--- src/hw/rtl/mdli_pkg.sv ---
// Shared types, constants and helpers for the modulated delay line core.
// Used by the front, queue, back and top-level modules; depends on nothing else.
`default_nettype none

package mdli_pkg;

  localparam int SAMPLE_W    = 16;
  localparam int DEPTH_DEF   = 2048;
  localparam int QUEUE_DEPTH = 2;

  localparam int KNOB_W = 16;
  localparam int RATE_W = 18;
  localparam int FRAC_W = 16;
  localparam int DLY_W  = 27;
  localparam int DINT_W = DLY_W - FRAC_W;

  // Offset that turns the signed modulation into 49152 + modulation.
  localparam logic [16:0] MOD_OFS = 17'd49152;

  // Reciprocal of 125 scaled by 2**41; exact floor for dividends below 2**34.
  localparam logic [34:0] RECIP125 = 35'd17592186045;
  localparam logic [17:0] RECIP125_LO = RECIP125[17:0];
  localparam logic [16:0] RECIP125_HI = RECIP125[34:18];

  // Reciprocal of 5 scaled by 2**24; exact floor for dividends below 2**21.
  localparam logic [21:0] RECIP5 = 22'd3355444;

  localparam int SUM_W = SAMPLE_W + 4;
  localparam logic signed [SUM_W-1:0] SAT_HI = SUM_W'((2 ** (SAMPLE_W - 1)) - 1);
  localparam logic signed [SUM_W-1:0] SAT_LO = -SAT_HI - SUM_W'(1);

  typedef enum logic [1:0] {
    CFG_TIME_KNOB   = 2'd0,
    CFG_FEEDBACK    = 2'd1,
    CFG_WET_MIX     = 2'd2,
    CFG_SAMPLE_RATE = 2'd3
  } cfg_idx_t;

  typedef struct packed {
    logic [KNOB_W-1:0] time_knob;
    logic [KNOB_W-1:0] feedback_amount;
    logic [KNOB_W-1:0] wet_mix;
    logic [RATE_W-1:0] sample_rate;
  } mdli_cfg_t;

  localparam logic [RATE_W-1:0] RATE_RST = 18'd48000;

  function automatic logic [SAMPLE_W-1:0] sat_sample(input logic signed [SUM_W-1:0] v);
    logic [SAMPLE_W-1:0] res;
    if (v > SAT_HI) begin
      res = SAT_HI[SAMPLE_W-1:0];
    end else if (v < SAT_LO) begin
      res = SAT_LO[SAMPLE_W-1:0];
    end else begin
      res = v[SAMPLE_W-1:0];
    end
    return res;
  endfunction

endpackage

`default_nettype wire

--- src/hw/rtl/mdli_queue.sv ---
// Small register queue that decouples the delay front end from the back end.
// Depends on mdli_pkg for its default depth.
`default_nettype none

module mdli_queue #(
  parameter int WIDTH  = mdli_pkg::SAMPLE_W,
  parameter int QDEPTH = mdli_pkg::QUEUE_DEPTH,
  localparam int PW = (QDEPTH > 1) ? $clog2(QDEPTH) : 1,
  localparam int CW = $clog2(QDEPTH + 1)
) (
  input  wire logic             clk,
  input  wire logic             rst_n,
  input  wire logic             push_valid,
  output logic                  push_ready,
  input  wire logic [WIDTH-1:0] push_data,
  output logic                  pop_valid,
  input  wire logic             pop_ready,
  output logic      [WIDTH-1:0] pop_data
);
  import mdli_pkg::*;

  logic [WIDTH-1:0] q_r [QDEPTH];
  logic [PW-1:0]    wr_ptr_r;
  logic [PW-1:0]    rd_ptr_r;
  logic [CW-1:0]    cnt_r;
  logic             do_push;
  logic             do_pop;

  assign push_ready = (cnt_r != CW'(QDEPTH));
  assign pop_valid  = (cnt_r != '0);
  assign pop_data   = q_r[rd_ptr_r];
  assign do_push    = push_valid && push_ready;
  assign do_pop     = pop_valid && pop_ready;

  always_ff @(posedge clk) begin
    if (!rst_n) begin
      wr_ptr_r <= '0;
      rd_ptr_r <= '0;
      cnt_r    <= '0;
    end else begin
      if (do_push) begin
        wr_ptr_r <= (wr_ptr_r == PW'(QDEPTH - 1)) ? '0 : wr_ptr_r + PW'(1);
      end
      if (do_pop) begin
        rd_ptr_r <= (rd_ptr_r == PW'(QDEPTH - 1)) ? '0 : rd_ptr_r + PW'(1);
      end
      if (do_push && !do_pop) begin
        cnt_r <= cnt_r + CW'(1);
      end else if (do_pop && !do_push) begin
        cnt_r <= cnt_r - CW'(1);
      end
    end
  end

  always_ff @(posedge clk) begin
    if (do_push) begin
      q_r[wr_ptr_r] <= push_data;
    end
  end

endmodule

`default_nettype wire

--- config.mk ---
export PLATFORM = sky130hd
export DESIGN_NAME = mdli_queue
export DESIGN_NICKNAME = d
export VERILOG_FILES = /design/src/hw/rtl/mdli_pkg.sv /design/src/hw/rtl/mdli_queue.sv
export SDC_FILE = /design/constraint.sdc
export NUM_CORES = 1
export LEC_CHECK = 0
export ABC_CLOCK_PERIOD_IN_PS = 2100
export BUFFER_PORTS_ARGS = -buffer_cell sky130_fd_sc_hd__buf_4
export CAP_MARGIN = 20
export CORE_AREA = 2 2 80 51
export CTS_CLUSTER_SIZE = 14
export DETAILED_ROUTE_END_ITERATION = 6
export DIE_AREA = 0 0 82 53
export GPL_TIMING_DRIVEN = 0
export PLACE_DENSITY = 0.6
export SETUP_SLACK_MARGIN = 0.4
export SYNTH_ARGS = -nofsm -noshare
export SYNTH_HDL_FRONTEND = slang
export SYNTH_SLANG_ARGS = --single-unit
--- constraint.sdc ---
create_clock -name clk -period 2.1 [get_ports clk]
set_clock_uncertainty 0.15 [all_clocks]
set_input_delay 0.21 -clock clk [delete_from_list [all_inputs] [get_ports clk]]
set_output_delay 0.21 -clock clk [all_outputs]
set_load 0.01 [all_outputs]
==> After elaboration in Yosys (flattened, before gate mapping) <==
Memories as Yosys holds them, arrays and structs flattened. A register that Yosys moved wholly into a read port is not among the register bits.
Cells that the tools add are included.
{ "totals": {"in_bits": 20, "ram_bits": 32, "reg_bits": 4, "mem_count": 1, "out_inout_bits": 18} }
{ "classes": {"eq_ne": 1, "add_sub_neg": 4, "n_reduce_logical": 8, "mux": 8} }
{ "memory_table": {"columns": ["memory", "depth", "width", "rd", "rd_clocked_by_memory_dff", "wr", "line", "source"], "rows": [
  ["q_r", 2, 16, 1, 1, 1, "mdli_queue.sv:22", "logic [WIDTH-1:0] q_r [QDEPTH];"]
]} }
{ "op_table": {"columns": ["operator", "n"], "rows": [
  ["2-to-1 mux 1 bit", 6],
  ["logical AND 1 bit", 4],
  ["2-to-1 mux 2 bit", 2],
  ["nonzero test 2 bit", 2],
  ["adder 1 bit (second input constant)", 2],
  ["adder 2 x 1 -> 2 bit (second input constant)", 1],
  ["zero test 1 bit", 2],
  ["inequality test 2 bit (second input constant)", 1],
  ["subtractor 2 x 1 -> 2 bit (second input constant)", 1]
]} }

==> Longest topological paths before layout <==
{ "depth": {"ltp_word": 6, "ltp_mapped": 6} }

==> Least setup slack after synthesis <==
Ideal clock, no wire load.
{ "synth_path": {"kind": "flip-flop to flip-flop", "from": "reg cnt_r[0]", "to": "reg cnt_r[1]", "period_less_slack_ps": 1650, "path_buffers": 0, "slack_ps": 450, "setup_ps": 70, "path_stages_with_launch": 6, "t_arrival_ps": 1431, "t_required_ps": 1880, "cell_sequence": "dfxtp_1 -> nand2b_4 -> and2_1 -> ha_1 -> or3_1 -> a21boi_1"} }
{ "synth_via": {"elab_chain_len": 5, "elab_cells_between_ends": 13, "cone_classes": "2 x add/sub; 1 x eq/ne; 2 x mux; 8 x reduce/logical"} }
{ "synth_rtl": {"columns": ["item", "line", "source"], "rows": [
  ["start, declared", "mdli_queue.sv:25", "logic [CW-1:0] cnt_r;"],
  ["start signal, assigned", "mdli_queue.sv:48", "cnt_r <= cnt_r + CW'(1);"],
  ["start signal, assigned", "mdli_queue.sv:50", "cnt_r <= cnt_r - CW'(1);"],
  ["inequality test 2 bit *", "mdli_queue.sv:29", "assign push_ready = (cnt_r != CW'(QDEPTH));"],
  ["net push_ready", "mdli_queue.sv:14", "output logic push_ready,"],
  ["logical AND 1 bit *", "mdli_queue.sv:32", "assign do_push = push_valid && push_ready;"],
  ["net do_push", "mdli_queue.sv:26", "logic do_push;"],
  ["zero test 1 bit", "mdli_queue.sv:49", "end else if (do_pop && !do_push) begin"],
  ["logical AND 1 bit", "mdli_queue.sv:49", null],
  ["nonzero test 2 bit (no source line)", null, null]
]} }
The timed path passes the listed nets; every way through them passes the cells marked *. The select of a mux whose other input is x is not followed.
A chain may end at the register's enable or synchronous reset.

==> results.txt <==
status: finished, final reports clean
clk_lat worst skew: 0.27 ns
Post-Syn Nets: 95
crit path DAT: 1.32 ns
deepest clock path buffer count: 2
relative slew slack: 72.6%
initial antenna violation count: 0
critical path capture point type: output pin
Final min period: 1.68 ns
CTS Buf Count: 5
Crit Reg-Reg Startpoint: cnt_r[0]
max cap viols: 0
vias: 831
Synth area leaders: edfxtp_1 (69%), mux2_2 (13%), dfxtp_1 (7.2%)
Pins Over Slew Limit: 0
Post-Syn Area: 1390 sq um
Yosys reg bits: 37
IO Pins: 38
H-tree depth: 2
routed length per instance: 13.5 um
Area growth syn-to-layout: 53.5%
worst hold path type: input pin to flop
FF/Latch Area: 1070 sq um
Pwr Density: 1090 nW/um^2
share of the synthesized area in the top cell type: 68.9%
Max Clock Freq: 595 MHz
Lkg Pwr: 0.833 nW
share of cells above drive strength 1: 54.3%
CTS tree: built
vias in the first global route: 823
Core Area: 3570 sq um
Worst Tran Pin Value: 0.411 ns
1st-pass router iterations: 4
clock root buffer: clkbuf_8
Cell variety after synth: 19
Final setup viols: 0
clk sinks: 37
Crit Path Max Fanout: 5
multi-input logic area: 369 sq um
GP Congestion: 0.799
first-pass GRT wire length: 3670 um
Setup CP Type: flop to output pin
CP startpoint kind: flop
Setup TNS: 0 ns
Total Wirelength: 2530 um
IO buf count: 37
largest net degree at the start of global routing: 17
# fillers: 286
Worst VDD drop: 0.482 mV
post-route cell area: 2140 sq um
DR vias/cell: 4.44
initial core utilization: 39.0%
HP Start: rst_n
ANT nets after route: 0
RSZ-0062 raised after global routing: yes
Final #Nets: 160
Synth Instances: 74
placed inst area: 1730 sq um
chip height: 53 um
dpl hpwl: 1470 um
grt ovf: 0
clk slew on worst S/H paths: 0.06 ns
total power: 2.32 mW
post-synth top area cell: edfxtp_1
site row count: 17
Final Cycle Share: 80.0%
sequential area share after synthesis: 76.1%
Die ar.: 4350 sq um
ANT cells: 0
Tot GR Track Use: 12.2%
Fin. Hold Viols: 0
Ys Warns: 0
DR iter-0 viols: 36
DIE WIDTH: 82 um
drt drc: 0
Mean Syn Cell Area: 18.8 sq um
CP required: 1.74 ns
synthesized netlist by cell type:
| master | count |
|---|---|
| or2_2 | 1 |
| buf_2 | 2 |
| nand2b_4 | 1 |
| and2_1 | 4 |
| or3_1 | 1 |
| o21ai_0 | 1 |
| ha_1 | 1 |
| a21boi_1 | 1 |
| dfxtp_1 | 5 |
| xor2_1 | 1 |
| edfxtp_1 | 32 |
| mux2_2 | 16 |
| o21ai_1 | 1 |
| and3_1 | 1 |
| a21boi_0 | 1 |
| xnor2_1 | 2 |
| inv_1 | 1 |
| a21bo_2 | 1 |
| nand3b_1 | 1 |
where the power goes:
part           switching [mW]  internal, mW
combinational           0.342         0.550
clock                   0.227         0.223
sequential             0.0462         0.935
total                   0.615          1.71
area by class of cell:
class / instances / area share (%)
clock inverter: 3 / 0.585
timing repair buffer: 58 / 24.5
inverter: 1 / 0.351
buffer: 2 / 1.46
tap: 47 / 2.75
sequential: 37 / 49.9
clock buffer: 5 / 3.22
multi-input combinational: 34 / 17.3
worst paths after layout:
kind | cells after the start | slack, ns | end
setup / recovery | 4 | 0.42 | pop_data[8]
hold / removal | 2 | 0.02 | flop
setup reg to reg | 6 | 0.45 | cnt_r[1]
hold reg to reg | 2 | 0.38 | cnt_r[1]
kinds of logic after synthesis:
kind of cell | Yosys count | synth area share, %
flops | 37 | 76.1
mux | 16 | 12.9
simple gates | 9 | 4.67
compound gates | 5 | 2.51
xor+xnor | 3 | 1.89
buf+inv | 3 | 0.987
fa+ha+maj | 1 | 0.898
repair_timing:
| action | 4_1_cts | 5_1_grt |
|---|---|---|
| resized for setup | 8 | 20 |
| endpoints found under the hold margin | 32 | 0 |
| setup endpoints to repair | 43 | 11 |
| cloned | 0 | 1 |
| pin swaps | 2 | 1 |
| hold buffers | 16 | 0 |
| setup buffers | 0 | 4 |
state kept, by name (all words and copies together), names as in the netlist, named ones only:
signal	flops
rd_ptr_r	1
cnt_r	2
q_r	32
wr_ptr_r	1
per-layer routing:
| layer | track usage [%] | vias up | wire length [um] |
|---|---|---|---|
| li1 | - | 409 | - |
| met5 | 0 | - | 0 |
| met4 | 5.00 | 0 | 0 |
| met2 | 19.9 | 28 | 1220 |
| met3 | 4.44 | 0 | 128 |
| met1 | 14.6 | 394 | 1180 |
stage by stage:
| step | instances | hold WS, ns | util, % | worst slack [ns] |
|---|---|---|---|---|
| after CTS | 182 | 0.0193 | 55.7 | 0.336 |
| after global placement | 158 | 0.245 | 48.4 | 0.273 |
| after floorplan | 74 | 0.159 | - | 0.450 |
| after detailed placement | 158 | 0.248 | 48.4 | 0.241 |
| final | 187 | 0.0228 | 59.9 | 0.419 |
| after global routing | 187 | 0.0145 | 59.9 | 0.363 |
worst max-delay path, stage by stage, from the launching register on:
cell and delay [ns]:
dfxtp_2 0.32, buf_6 0.13, buf_12 0.13, mux2_2 0.33
buf_4 0.14
cells in the final DEF (no fill, tap or decap), types with 2 or more instances in the layout:
cell / netlist / layout
dfxtp_2: 0 / 2
dfxtp_1: 5 / 2
mux2_2: 16 / 7
buf_4: 0 / 35
mux2_4: 0 / 9
buf_12: 0 / 2
buf_6: 0 / 6
edfxtp_1: 32 / 32
clkinv_1: 0 / 2
clkbuf_8: 0 / 5
dlygate4sd3_1: 0 / 16
xnor2_1: 2 / 2
and2_1: 4 / 3
(Power assumes the default switching activity.)
