$ cat src/hw/rtl/mdli_pkg.sv
// Shared types, constants and helpers for the modulated delay line core.
// Used by the front, queue, back and top-level modules; depends on nothing else.
`default_nettype none

package mdli_pkg;

  localparam int SAMPLE_W    = 16;
  localparam int DEPTH_DEF   = 2048;
  localparam int QUEUE_DEPTH = 2;

  localparam int KNOB_W = 16;
  localparam int RATE_W = 18;
  localparam int FRAC_W = 16;
  localparam int DLY_W  = 27;
  localparam int DINT_W = DLY_W - FRAC_W;

  // Offset that turns the signed modulation into 49152 + modulation.
  localparam logic [16:0] MOD_OFS = 17'd49152;

  // Reciprocal of 125 scaled by 2**41; exact floor for dividends below 2**34.
  localparam logic [34:0] RECIP125 = 35'd17592186045;
  localparam logic [17:0] RECIP125_LO = RECIP125[17:0];
  localparam logic [16:0] RECIP125_HI = RECIP125[34:18];

  // Reciprocal of 5 scaled by 2**24; exact floor for dividends below 2**21.
  localparam logic [21:0] RECIP5 = 22'd3355444;

  localparam int SUM_W = SAMPLE_W + 4;
  localparam logic signed [SUM_W-1:0] SAT_HI = SUM_W'((2 ** (SAMPLE_W - 1)) - 1);
  localparam logic signed [SUM_W-1:0] SAT_LO = -SAT_HI - SUM_W'(1);

  typedef enum logic [1:0] {
    CFG_TIME_KNOB   = 2'd0,
    CFG_FEEDBACK    = 2'd1,
    CFG_WET_MIX     = 2'd2,
    CFG_SAMPLE_RATE = 2'd3
  } cfg_idx_t;

  typedef struct packed {
    logic [KNOB_W-1:0] time_knob;
    logic [KNOB_W-1:0] feedback_amount;
    logic [KNOB_W-1:0] wet_mix;
    logic [RATE_W-1:0] sample_rate;
  } mdli_cfg_t;

  localparam logic [RATE_W-1:0] RATE_RST = 18'd48000;

  function automatic logic [SAMPLE_W-1:0] sat_sample(input logic signed [SUM_W-1:0] v);
    logic [SAMPLE_W-1:0] res;
    if (v > SAT_HI) begin
      res = SAT_HI[SAMPLE_W-1:0];
    end else if (v < SAT_LO) begin
      res = SAT_LO[SAMPLE_W-1:0];
    end else begin
      res = v[SAMPLE_W-1:0];
    end
    return res;
  endfunction

endpackage

`default_nettype wire

$ cat src/hw/rtl/mdli_front.sv
// Front end: five-stage pipeline that turns each item into a fractional delay,
// then into two read addresses, a weight and written-flags. Depends on mdli_pkg.
`default_nettype none

module mdli_front #(
  parameter int DEPTH = mdli_pkg::DEPTH_DEF,
  localparam int AW = $clog2(DEPTH),
  localparam int ENTRY_W = mdli_pkg::SAMPLE_W + 3 * AW + mdli_pkg::FRAC_W + 2
) (
  input  wire logic                        clk,
  input  wire logic                        rst_n,
  input  wire mdli_pkg::mdli_cfg_t         cfg,
  input  wire logic                        in_valid,
  output logic                             in_ready,
  input  wire logic [mdli_pkg::SAMPLE_W-1:0] in_sample,
  input  wire logic [mdli_pkg::SAMPLE_W-1:0] in_mod,
  output logic                             push_valid,
  input  wire logic                        push_ready,
  output logic [ENTRY_W-1:0]               push_data
);
  import mdli_pkg::*;

  localparam int IW = AW + 2;
  localparam logic [IW-1:0] DEPTH_I = IW'(DEPTH);

  logic v1_r, v2_r, v3_r, v4_r, v5_r;
  logic en1, en2, en3, en4, en5;

  logic [SAMPLE_W-1:0] x1_r, x2_r, x3_r, x4_r, x5_r;
  logic [33:0]         ts1_r;
  logic [16:0]         b1_r;
  logic [33:0]         q2_r, q3_r;
  logic [51:0]         lo3_r;
  logic [DLY_W-1:0]    dly4_r;
  logic [AW-1:0]       wp5_r, i0_5_r, i1_5_r;
  logic [FRAC_W-1:0]   f5_r;
  logic                w0_5_r, w1_5_r;

  logic [AW-1:0] wp_r, wp_nxt;
  logic          wrap_r, wrap_nxt;

  logic [33:0]       ts_prod;
  logic [16:0]       mod_ofs;
  logic [50:0]       p_full;
  logic [51:0]       lo_prod;
  logic [50:0]       hi_prod;
  logic [68:0]       dsum;
  logic [DINT_W-1:0] dint;
  logic [FRAC_W-1:0] dfrac;
  logic [IW-1:0]     d0, dm, dt, s, i0w;
  logic [AW-1:0]     i0, i1;
  logic              w0, w1;

  assign en5 = !v5_r || push_ready;
  assign en4 = !v4_r || en5;
  assign en3 = !v3_r || en4;
  assign en2 = !v2_r || en3;
  assign en1 = !v1_r || en2;
  assign in_ready   = en1;
  assign push_valid = v5_r;
  assign push_data  = {x5_r, wp5_r, i0_5_r, i1_5_r, f5_r, w0_5_r, w1_5_r};

  assign ts_prod = 34'(cfg.time_knob) * 34'(cfg.sample_rate);
  assign mod_ofs = {in_mod[SAMPLE_W-1], in_mod} + MOD_OFS;
  assign p_full  = 51'(ts1_r) * 51'(b1_r);
  assign lo_prod = 52'(q2_r) * 52'(RECIP125_LO);
  assign hi_prod = 51'(q3_r) * 51'(RECIP125_HI);
  assign dsum    = {hi_prod, 18'd0} + 69'(lo3_r);

  // The read point sits the integer delay plus one behind the write point when
  // the delay has a fraction, and the weight of the later word is 1 - fraction.
  assign dint  = dly4_r[DLY_W-1:FRAC_W];
  assign dfrac = dly4_r[FRAC_W-1:0];
  assign d0    = IW'(dint);
  assign dm    = (d0 >= DEPTH_I) ? d0 - DEPTH_I : d0;
  assign dt    = dm + IW'(dfrac != '0);
  assign s     = IW'(wp_r) + DEPTH_I - dt;
  assign i0w   = (s >= DEPTH_I) ? s - DEPTH_I : s;
  assign i0    = i0w[AW-1:0];
  assign i1    = (i0 == AW'(DEPTH - 1)) ? '0 : i0 + AW'(1);
  assign w0    = wrap_r || (i0 < wp_r);
  assign w1    = wrap_r || (i1 < wp_r);

  assign wp_nxt   = (wp_r == AW'(DEPTH - 1)) ? '0 : wp_r + AW'(1);
  assign wrap_nxt = wrap_r || (wp_r == AW'(DEPTH - 1));

  always_ff @(posedge clk) begin
    if (!rst_n) begin
      v1_r   <= 1'b0;
      v2_r   <= 1'b0;
      v3_r   <= 1'b0;
      v4_r   <= 1'b0;
      v5_r   <= 1'b0;
      wp_r   <= '0;
      wrap_r <= 1'b0;
    end else begin
      if (en1) v1_r <= in_valid;
      if (en2) v2_r <= v1_r;
      if (en3) v3_r <= v2_r;
      if (en4) v4_r <= v3_r;
      if (en5) v5_r <= v4_r;
      if (en5 && v4_r) begin
        wp_r   <= wp_nxt;
        wrap_r <= wrap_nxt;
      end
    end
  end

  always_ff @(posedge clk) begin
    if (en1) begin
      x1_r  <= in_sample;
      ts1_r <= ts_prod;
      b1_r  <= mod_ofs;
    end
    if (en2) begin
      x2_r <= x1_r;
      q2_r <= p_full[50:17];
    end
    if (en3) begin
      x3_r  <= x2_r;
      q3_r  <= q2_r;
      lo3_r <= lo_prod;
    end
    if (en4) begin
      x4_r   <= x3_r;
      dly4_r <= dsum[67:41];
    end
    if (en5) begin
      x5_r   <= x4_r;
      wp5_r  <= wp_r;
      i0_5_r <= i0;
      i1_5_r <= i1;
      f5_r   <= FRAC_W'(0) - dfrac;
      w0_5_r <= w0;
      w1_5_r <= w1;
    end
  end

endmodule

`default_nettype wire

$ cat config.mk
export PLATFORM = sky130hd
export DESIGN_NAME = mdli_front
export DESIGN_NICKNAME = d
export VERILOG_FILES = /design/src/hw/rtl/mdli_pkg.sv /design/src/hw/rtl/mdli_front.sv
export SDC_FILE = /design/constraint.sdc
export NUM_CORES = 2
export LEC_CHECK = 0
export BUFFER_PORTS_ARGS = -buffer_cell sky130_fd_sc_hd__buf_4
export CAP_MARGIN = 20
export CORE_AREA = 4 4 314 316
export CTS_BUF_LIST = sky130_fd_sc_hd__clkbuf_16
export CTS_CLUSTER_DIAMETER = 80
export DETAILED_ROUTE_END_ITERATION = 8
export DIE_AREA = 0 0 318 320
export PLACE_DENSITY = 0.77
export SLEW_MARGIN = 20
export SYNTH_ARGS = -nofsm -noshare
export SYNTH_HDL_FRONTEND = slang
export SYNTH_SLANG_ARGS = --single-unit
export TNS_END_PERCENT = 50
$ cat constraint.sdc
create_clock -name clk -period 7.6 [get_ports clk]
set_clock_uncertainty 0.1 [all_clocks]
set_input_delay 0.38 -clock clk [delete_from_list [all_inputs] [get_ports clk]]
set_output_delay 0.38 -clock clk [all_outputs]
set_load 0.01 [all_outputs]
Word-level counts from Yosys, hierarchy flattened
Cells that the tools add are included.
{"block": "totals", "wordCells": 63, "ff_bits": 346, "out_inout_bits": 69, "in_bits": 102}
{"block": "op_classes", "n_eq_ne": 2, "n_addsub": 10, "multipliers": 4, "order_cmp": 4, "n_reduce_logical": 15, "n_mux": 4}
{"op": "68-bit by 52-bit adder with 68-bit output", "count": 1}
{"op": "34-bit by 18-bit multiplier with 52-bit output (second input constant)", "count": 1}
{"op": "34-bit by 17-bit multiplier with 51-bit output", "count": 1}
{"op": "34-bit by 15-bit multiplier with 48-bit output (second input constant)", "count": 1}
{"op": "16-bit by 18-bit multiplier with 34-bit output", "count": 1}
{"op": "11-bit two-way mux", "count": 3}
{"op": "11-bit by 1-bit adder with 11-bit output (second input constant)", "count": 2}
{"op": "11-bit == test (second input constant)", "count": 2}
{"op": "11-bit < comparator", "count": 2}
{"op": "17-bit by 16-bit adder with 17-bit output (second input constant)", "count": 1}
{"op": "16-bit nonzero test", "count": 1}
{"op": "1-bit by 16-bit subtractor with 16-bit output (first input constant)", "count": 1}
{"op": "11-bit by 12-bit adder with 13-bit output (second input constant)", "count": 1}
{"op": "13-bit by 1-bit adder with 13-bit output", "count": 1}
{"op": "13-bit by 12-bit >= comparator with 1-bit output (second input constant)", "count": 1}
{"op": "13-bit two-way mux", "count": 1}
{"op": "11-bit by 12-bit subtractor with 13-bit output (second input constant)", "count": 1}
{"op": "13-bit subtractor", "count": 1}
{"op": "11-bit by 12-bit >= comparator with 1-bit output (second input constant)", "count": 1}
{"op": "11-bit by 1-bit subtractor with 11-bit output (second input constant)", "count": 1}
{"op": "1-bit logical OR", "count": 8}
{"op": "1-bit logical NOT", "count": 5}
{"op": "1-bit logical AND", "count": 1}

Logic depth before layout (Yosys ltp)
{"block": "depth", "depth_word": 10, "ltp_mapped": 28, "depth_no_buf": 27}

Worst setup path before layout
No wires, ideal clock.
{"block": "synth_timing", "path_kind": "reg2reg", "startpoint": "reg ts1_r[19]", "endpoint": "reg q2_r[32], data pin", "period_less_slack_ns": 6.590, "slack_ns": 1.010, "stages_incl_launch_ff": 27, "path_buffers": 2, "t_arrival_ns": 6.228, "required_ns": 7.238, "setup_ns": 0.262, "cell_sequence": "edfxtp_1 > clkbuf_1 > clkbuf_1 > nand2_1 > fa_1 > inv_1 > fa_1 > inv_1 > fa_1 > inv_1 > fa_1 > fa_1 > inv_1 > fa_1 > inv_1 > ha_1 > o21a_1 > o21a_1 > o21a_1 > o21bai_1 > nor4b_1 > nor3_1 > nor3b_1 > o211ai_1 > nor3b_1 > o21bai_1 > xor2_1"}
{"block": "synth_via", "elab_chain_len": 1}
{"element": "start, declared", "line_no": "mdli_front.sv:30", "source": "logic [33:0] ts1_r;"}
{"element": "start signal, assigned", "line_no": "mdli_front.sv:112", "source": "ts1_r <= ts_prod;"}
{"element": "34-bit by 17-bit multiplier with 51-bit output", "line_no": "mdli_front.sv:65", "source": "assign p_full = 51'(ts1_r) * 51'(b1_r);"}
{"element": "named net p_full[49]", "line_no": "mdli_front.sv:44", "source": "logic [50:0] p_full;"}
{"element": "end signal, assigned", "line_no": "mdli_front.sv:117", "source": "q2_r <= p_full[50:17];"}
{"element": "end, declared", "line_no": "mdli_front.sv:32", "source": "logic [33:0] q2_r, q3_r;"}
The timed path passes the listed nets, and every way through them passes these cells.
A chain may end at the register's enable or synchronous reset.

Worst setup path after layout
{"block": "layout_timing", "startpoint": "reg b1_r[5]", "endpoint": "reg q2_r[33], data pin"}
{"block": "layout_via", "elab_chain_len": 1}
{"element": "start, declared", "line_no": "mdli_front.sv:31", "source": "logic [16:0] b1_r;"}
{"element": "start signal, assigned", "line_no": "mdli_front.sv:113", "source": "b1_r <= mod_ofs;"}
{"element": "34-bit by 17-bit multiplier with 51-bit output", "line_no": "mdli_front.sv:65"}
{"element": "named net p_full[50]", "line_no": "mdli_front.sv:44"}
The timed path passes the listed nets, and every way through them passes these cells.

==> flow_results.org <==
** STA
- Min setup slack post-route :: 0.258 ns
- Final Hold Violating Endpoints :: 0
- The number of pins exceeding their max-slew limit in the final report was 0.
- Of the available clock period, the critical path in the final layout requires 0.966.
- Final setup fails :: 0
- Static timing analysis puts the maximum clock frequency at 136 MHz.
- In the final timing run, aggregate negative setup slack is 0 ns.
- Worst max-slew margin expressed relative to the limit :: 0.383
- At the pin with the least slew margin, the transition time is 0.926 ns.
- Setup repair after global routing could not meet its margin everywhere.
- Minimum clock period after layout :: between 7 and 8 ns

** Global routing
- The via count of the first global-routing pass is 42600.
- In the global route stage, overall resource usage came out at 0.256.
- Entering global routing, the biggest net connects 70 pins.
- Antenna violations before repair :: 0
- Sum of overflow across all layers after global routing :: 0
- Wire length of the first global-routing pass :: about 210000 um

** Setup path
- Worst Path Buf+Inv :: 6
- Among all stages on the critical path, the largest delay is contributed by sky130_fd_sc_hd__edfxtp_1.
- Required arrival time at the worst endpoint :: 7.82 ns
- Cell family with most CP delay :: adder cells
- On the worst path, the slowest cell contributes a delay of 0.67 ns.
- STA classifies the critical path endpoint as a flop.
- Critical-path maximum fanout :: 14
- The setup path with the least slack is of type reg2reg.
- By instance count, the cell type seen most on the critical path is sky130_fd_sc_hd__fa_1.
- Critical Path AT :: ~7.6 ns
- STA classifies the critical path startpoint as a flop.

** Synthesis
- Cell type with the highest aggregate area in the netlist :: sky130_fd_sc_hd__fa_1
- Synthesis-stage register bit count :: 326
- For this run, the leading register cell type out of synthesis is sky130_fd_sc_hd__edfxtp_1.
- Mapped Cells :: 5652
- The share of synthesized area in the top cell type comes to 0.370.
- Number of nets produced by synthesis :: 7580
- For this run, the register share of the synthesized area comes to 0.168.
- Syn. warnings :: 0
- Yosys instantiated no cell more often than sky130_fd_sc_hd__inv_1.
- Distinct cell type count of the synthesized netlist :: 83
- Most frequent cells after synthesis :: 1345 x sky130_fd_sc_hd__inv_1, 1059 x sky130_fd_sc_hd__fa_1, 767 x sky130_fd_sc_hd__ha_1, 707 x sky130_fd_sc_hd__nand2_1, 309 x sky130_fd_sc_hd__edfxtp_1
- Average cell area after synthesis :: 10.1 um^2
- After synthesis the cells add up to about 57000 um^2.
- Counting flops with a built-in enable in the synthesized netlist gives around 300.
- After synthesis, the share of flip-flops with an asynchronous set or reset is 0.
- By area the synthesized netlist is led by sky130_fd_sc_hd__fa_1 37%, sky130_fd_sc_hd__ha_1 17%, sky130_fd_sc_hd__edfxtp_1 16%, sky130_fd_sc_hd__inv_1 8.8%, sky130_fd_sc_hd__nand2_1 4.6%.

** Floorplanning
- The initialized floorplan defines 114 standard-cell rows.
- Core Area :: roughly 96000 um^2
- Measured along the x axis, the die boundary spans 318 um.
- The initial utilization of the core area, before any placement, comes to 0.596.
- Die Outline Area :: 102000 um^2
- From bottom edge to top edge, the die measures 320 um.
- 171 I/O pins were placed.

** Place
- Placed wire-length estimate after detailed placement :: 106000 um
- Buffers placed on the I/O ports in this run total approximately 140.
- Weighted congestion at the end of routability-driven global placement :: 0.912
- Post-placement cell area :: between 60000 and 70000 um^2
- Before CTS, the worst setup slack after placement is 0.243 ns.

** Detailed routing
- Detailed routing inserted a total of 38700 vias.
- Average via count per standard cell :: ~5.4
- The count of nets left with antenna violations once routing finished came out at 0.
- In this run, the number of DRC markers left after iteration 0 of detailed routing was 2146.
- Initial DRT Pass Iterations :: 6
- Total wire length :: 126000 um
- Dividing the detail-routed wire length by the instance count gives 17.7 um.
- DRC :: 0

** Final layout
- The finished cells cover 61700 um^2.
- Relative area change from synthesis to final layout :: 7.84%
- Utilization of the core after routing :: 0.643
- Of the cells placed in the final design, the portion with a size suffix greater than 1 is 0.0591.
- # diodes :: 0
- At the end of the flow, the number of nets in the layout was 7731.

** Clock tree
- Clock Latency Late Sink :: approximately 0.60 ns
- Counting the buffers created by CTS gives 39.
- Maximum clock path buffer count :: 3
- Clock tree from TritonCTS :: built
- Clock edge transition at the registers on the reported setup and hold paths :: 0.06 ns
- CTS built an H-tree with a depth of 2.
- Root buffer selected by CTS :: sky130_fd_sc_hd__clkbuf_16
- The clock drives 326 sinks.

** Run status
- The flow ran to the end, and the final reports show no timing, DRC or antenna violations.

** Min path
- In this run the worst hold path is classified as in2reg.

** Job
- Max-cap violations in this run came to 0.
==> tightest hold or removal path: stages <==
cell	delay, ns
sky130_fd_sc_hd__buf_4	0.12
sky130_fd_sc_hd__inv_1	0.06
sky130_fd_sc_hd__ha_1	0.11
==> through the flow <==
step | std cells | hold WS [ns]
6_report | 7109 | 0.0754
5_1_grt | 7109 | 0.0726
4_1_cts | 7109 | 0.0361
3_5_place_dp | 7004 | 0.305
3_3_place_gp | 7004 | 0.301
2_1_floorplan | 5652 | 0.300
==> repair_timing <==
action	4_1_cts	5_1_grt
endpoints found under the setup margin	0	10
gates resized for setup	0	8
hold buffers	34	0
endpoints found under the hold margin	43	0
setup buffers	0	0
==> worst paths after layout <==
path	startpoint	to	slack, ns	depth (start not counted)
max	b1_r[5]	q2_r[33]	0.26	25
min	in_mod[15]	b1_r[15]	0.08	3
max reg2reg	b1_r[5]	q2_r[33]	0.26	25
min reg2reg	x3_r[8]	x4_r[8]	0.32	0
==> layout make-up <==
| class | instances | area, um^2 |
|---|---|---|
| Multi-Input combinational cell | 3823 | 42000 |
| Fill cell | 7473 | 34300 |
| Sequential cell | 326 | 9620 |
| Inverter | 1345 | 5050 |
| Timing Repair Buffer | 268 | 2150 |
| Tap cell | 1276 | 1600 |
| Clock buffer | 39 | 976 |
| Clock inverter | 32 | 344 |
==> state kept, by name, summed over array words and instances (netlist names), 11 cells and up <==
name,count
q2_r,34
i1_5_r,11
x1_r,16
q3_r,34
f5_r,16
x2_r,16
x3_r,16
lo3_r,32
wp5_r,11
wp_r,11
ts1_r,34
x4_r,16
dly4_r,27
x5_r,16
i0_5_r,11
b1_r,17
==> layout by cell type (no fill, tap or decap), types with 5 or more instances in the layout <==
cell                            Yosys  layout
sky130_fd_sc_hd__a211oi_1          13      13
sky130_fd_sc_hd__a21boi_0           7       7
sky130_fd_sc_hd__a21o_1            74      74
sky130_fd_sc_hd__a21oi_1          146     145
sky130_fd_sc_hd__a31oi_1           18      17
sky130_fd_sc_hd__and2_1           280     279
sky130_fd_sc_hd__and3_1            25      25
sky130_fd_sc_hd__and4_1             8       8
sky130_fd_sc_hd__buf_4              6     230
sky130_fd_sc_hd__clkbuf_16          0      39
sky130_fd_sc_hd__clkinv_1           0       5
sky130_fd_sc_hd__clkinv_2           0       8
sky130_fd_sc_hd__clkinvlp_4         0       5
sky130_fd_sc_hd__dfxtp_1           17      17
sky130_fd_sc_hd__dlygate4sd3_1      0      34
sky130_fd_sc_hd__edfxtp_1         309     309
sky130_fd_sc_hd__fa_1            1059    1059
sky130_fd_sc_hd__ha_1             767     767
sky130_fd_sc_hd__inv_1           1345    1347
sky130_fd_sc_hd__nand2_1          707     704
sky130_fd_sc_hd__nand2b_1          22      22
sky130_fd_sc_hd__nand3_1           36      35
sky130_fd_sc_hd__nand4_1           21      21
sky130_fd_sc_hd__nor2_1           111     111
sky130_fd_sc_hd__nor2b_1           33      33
sky130_fd_sc_hd__nor3_1            43      43
sky130_fd_sc_hd__nor4_1             6       6
sky130_fd_sc_hd__o211a_1            6       6
sky130_fd_sc_hd__o211ai_1          11      11
sky130_fd_sc_hd__o21a_1            39      39
sky130_fd_sc_hd__o21ai_0           74      73
sky130_fd_sc_hd__o21ai_1            5       6
sky130_fd_sc_hd__o21bai_1          21      21
sky130_fd_sc_hd__o31ai_1            6       6
sky130_fd_sc_hd__or3_1             11      11
sky130_fd_sc_hd__xnor2_1          126     126
sky130_fd_sc_hd__xor2_1            64      64
==> metal layers <==
| metal | global-route usage | up-vias | wire length, um |
|---|---|---|---|
| li1 | - | 17800 | - |
| met1 | 0.317 | 19400 | 49500 |
| met2 | 0.464 | 1222 | 65000 |
| met3 | 0.0359 | 276 | 7410 |
| met4 | 0.0805 | 0 | 4040 |
| met5 | 0 | - | 0 |
==> cells by family after synthesis <==
kind of cell | after synthesis | synth area share
XOR/XNOR | 193 | 0.0301
flip-flops | 326 | 0.168
multiplexers | 1 | 0.000197
AND/OR/NAND/NOR | 1332 | 0.110
AO/OA/AOI/OAI | 471 | 0.0543
adder cells (fa/ha/maj) | 1826 | 0.538
buffers and inverters | 1503 | 0.0993
Power is not shown: default switching activity piles up to over one toggle a cycle in this logic, so the estimate is an artifact.
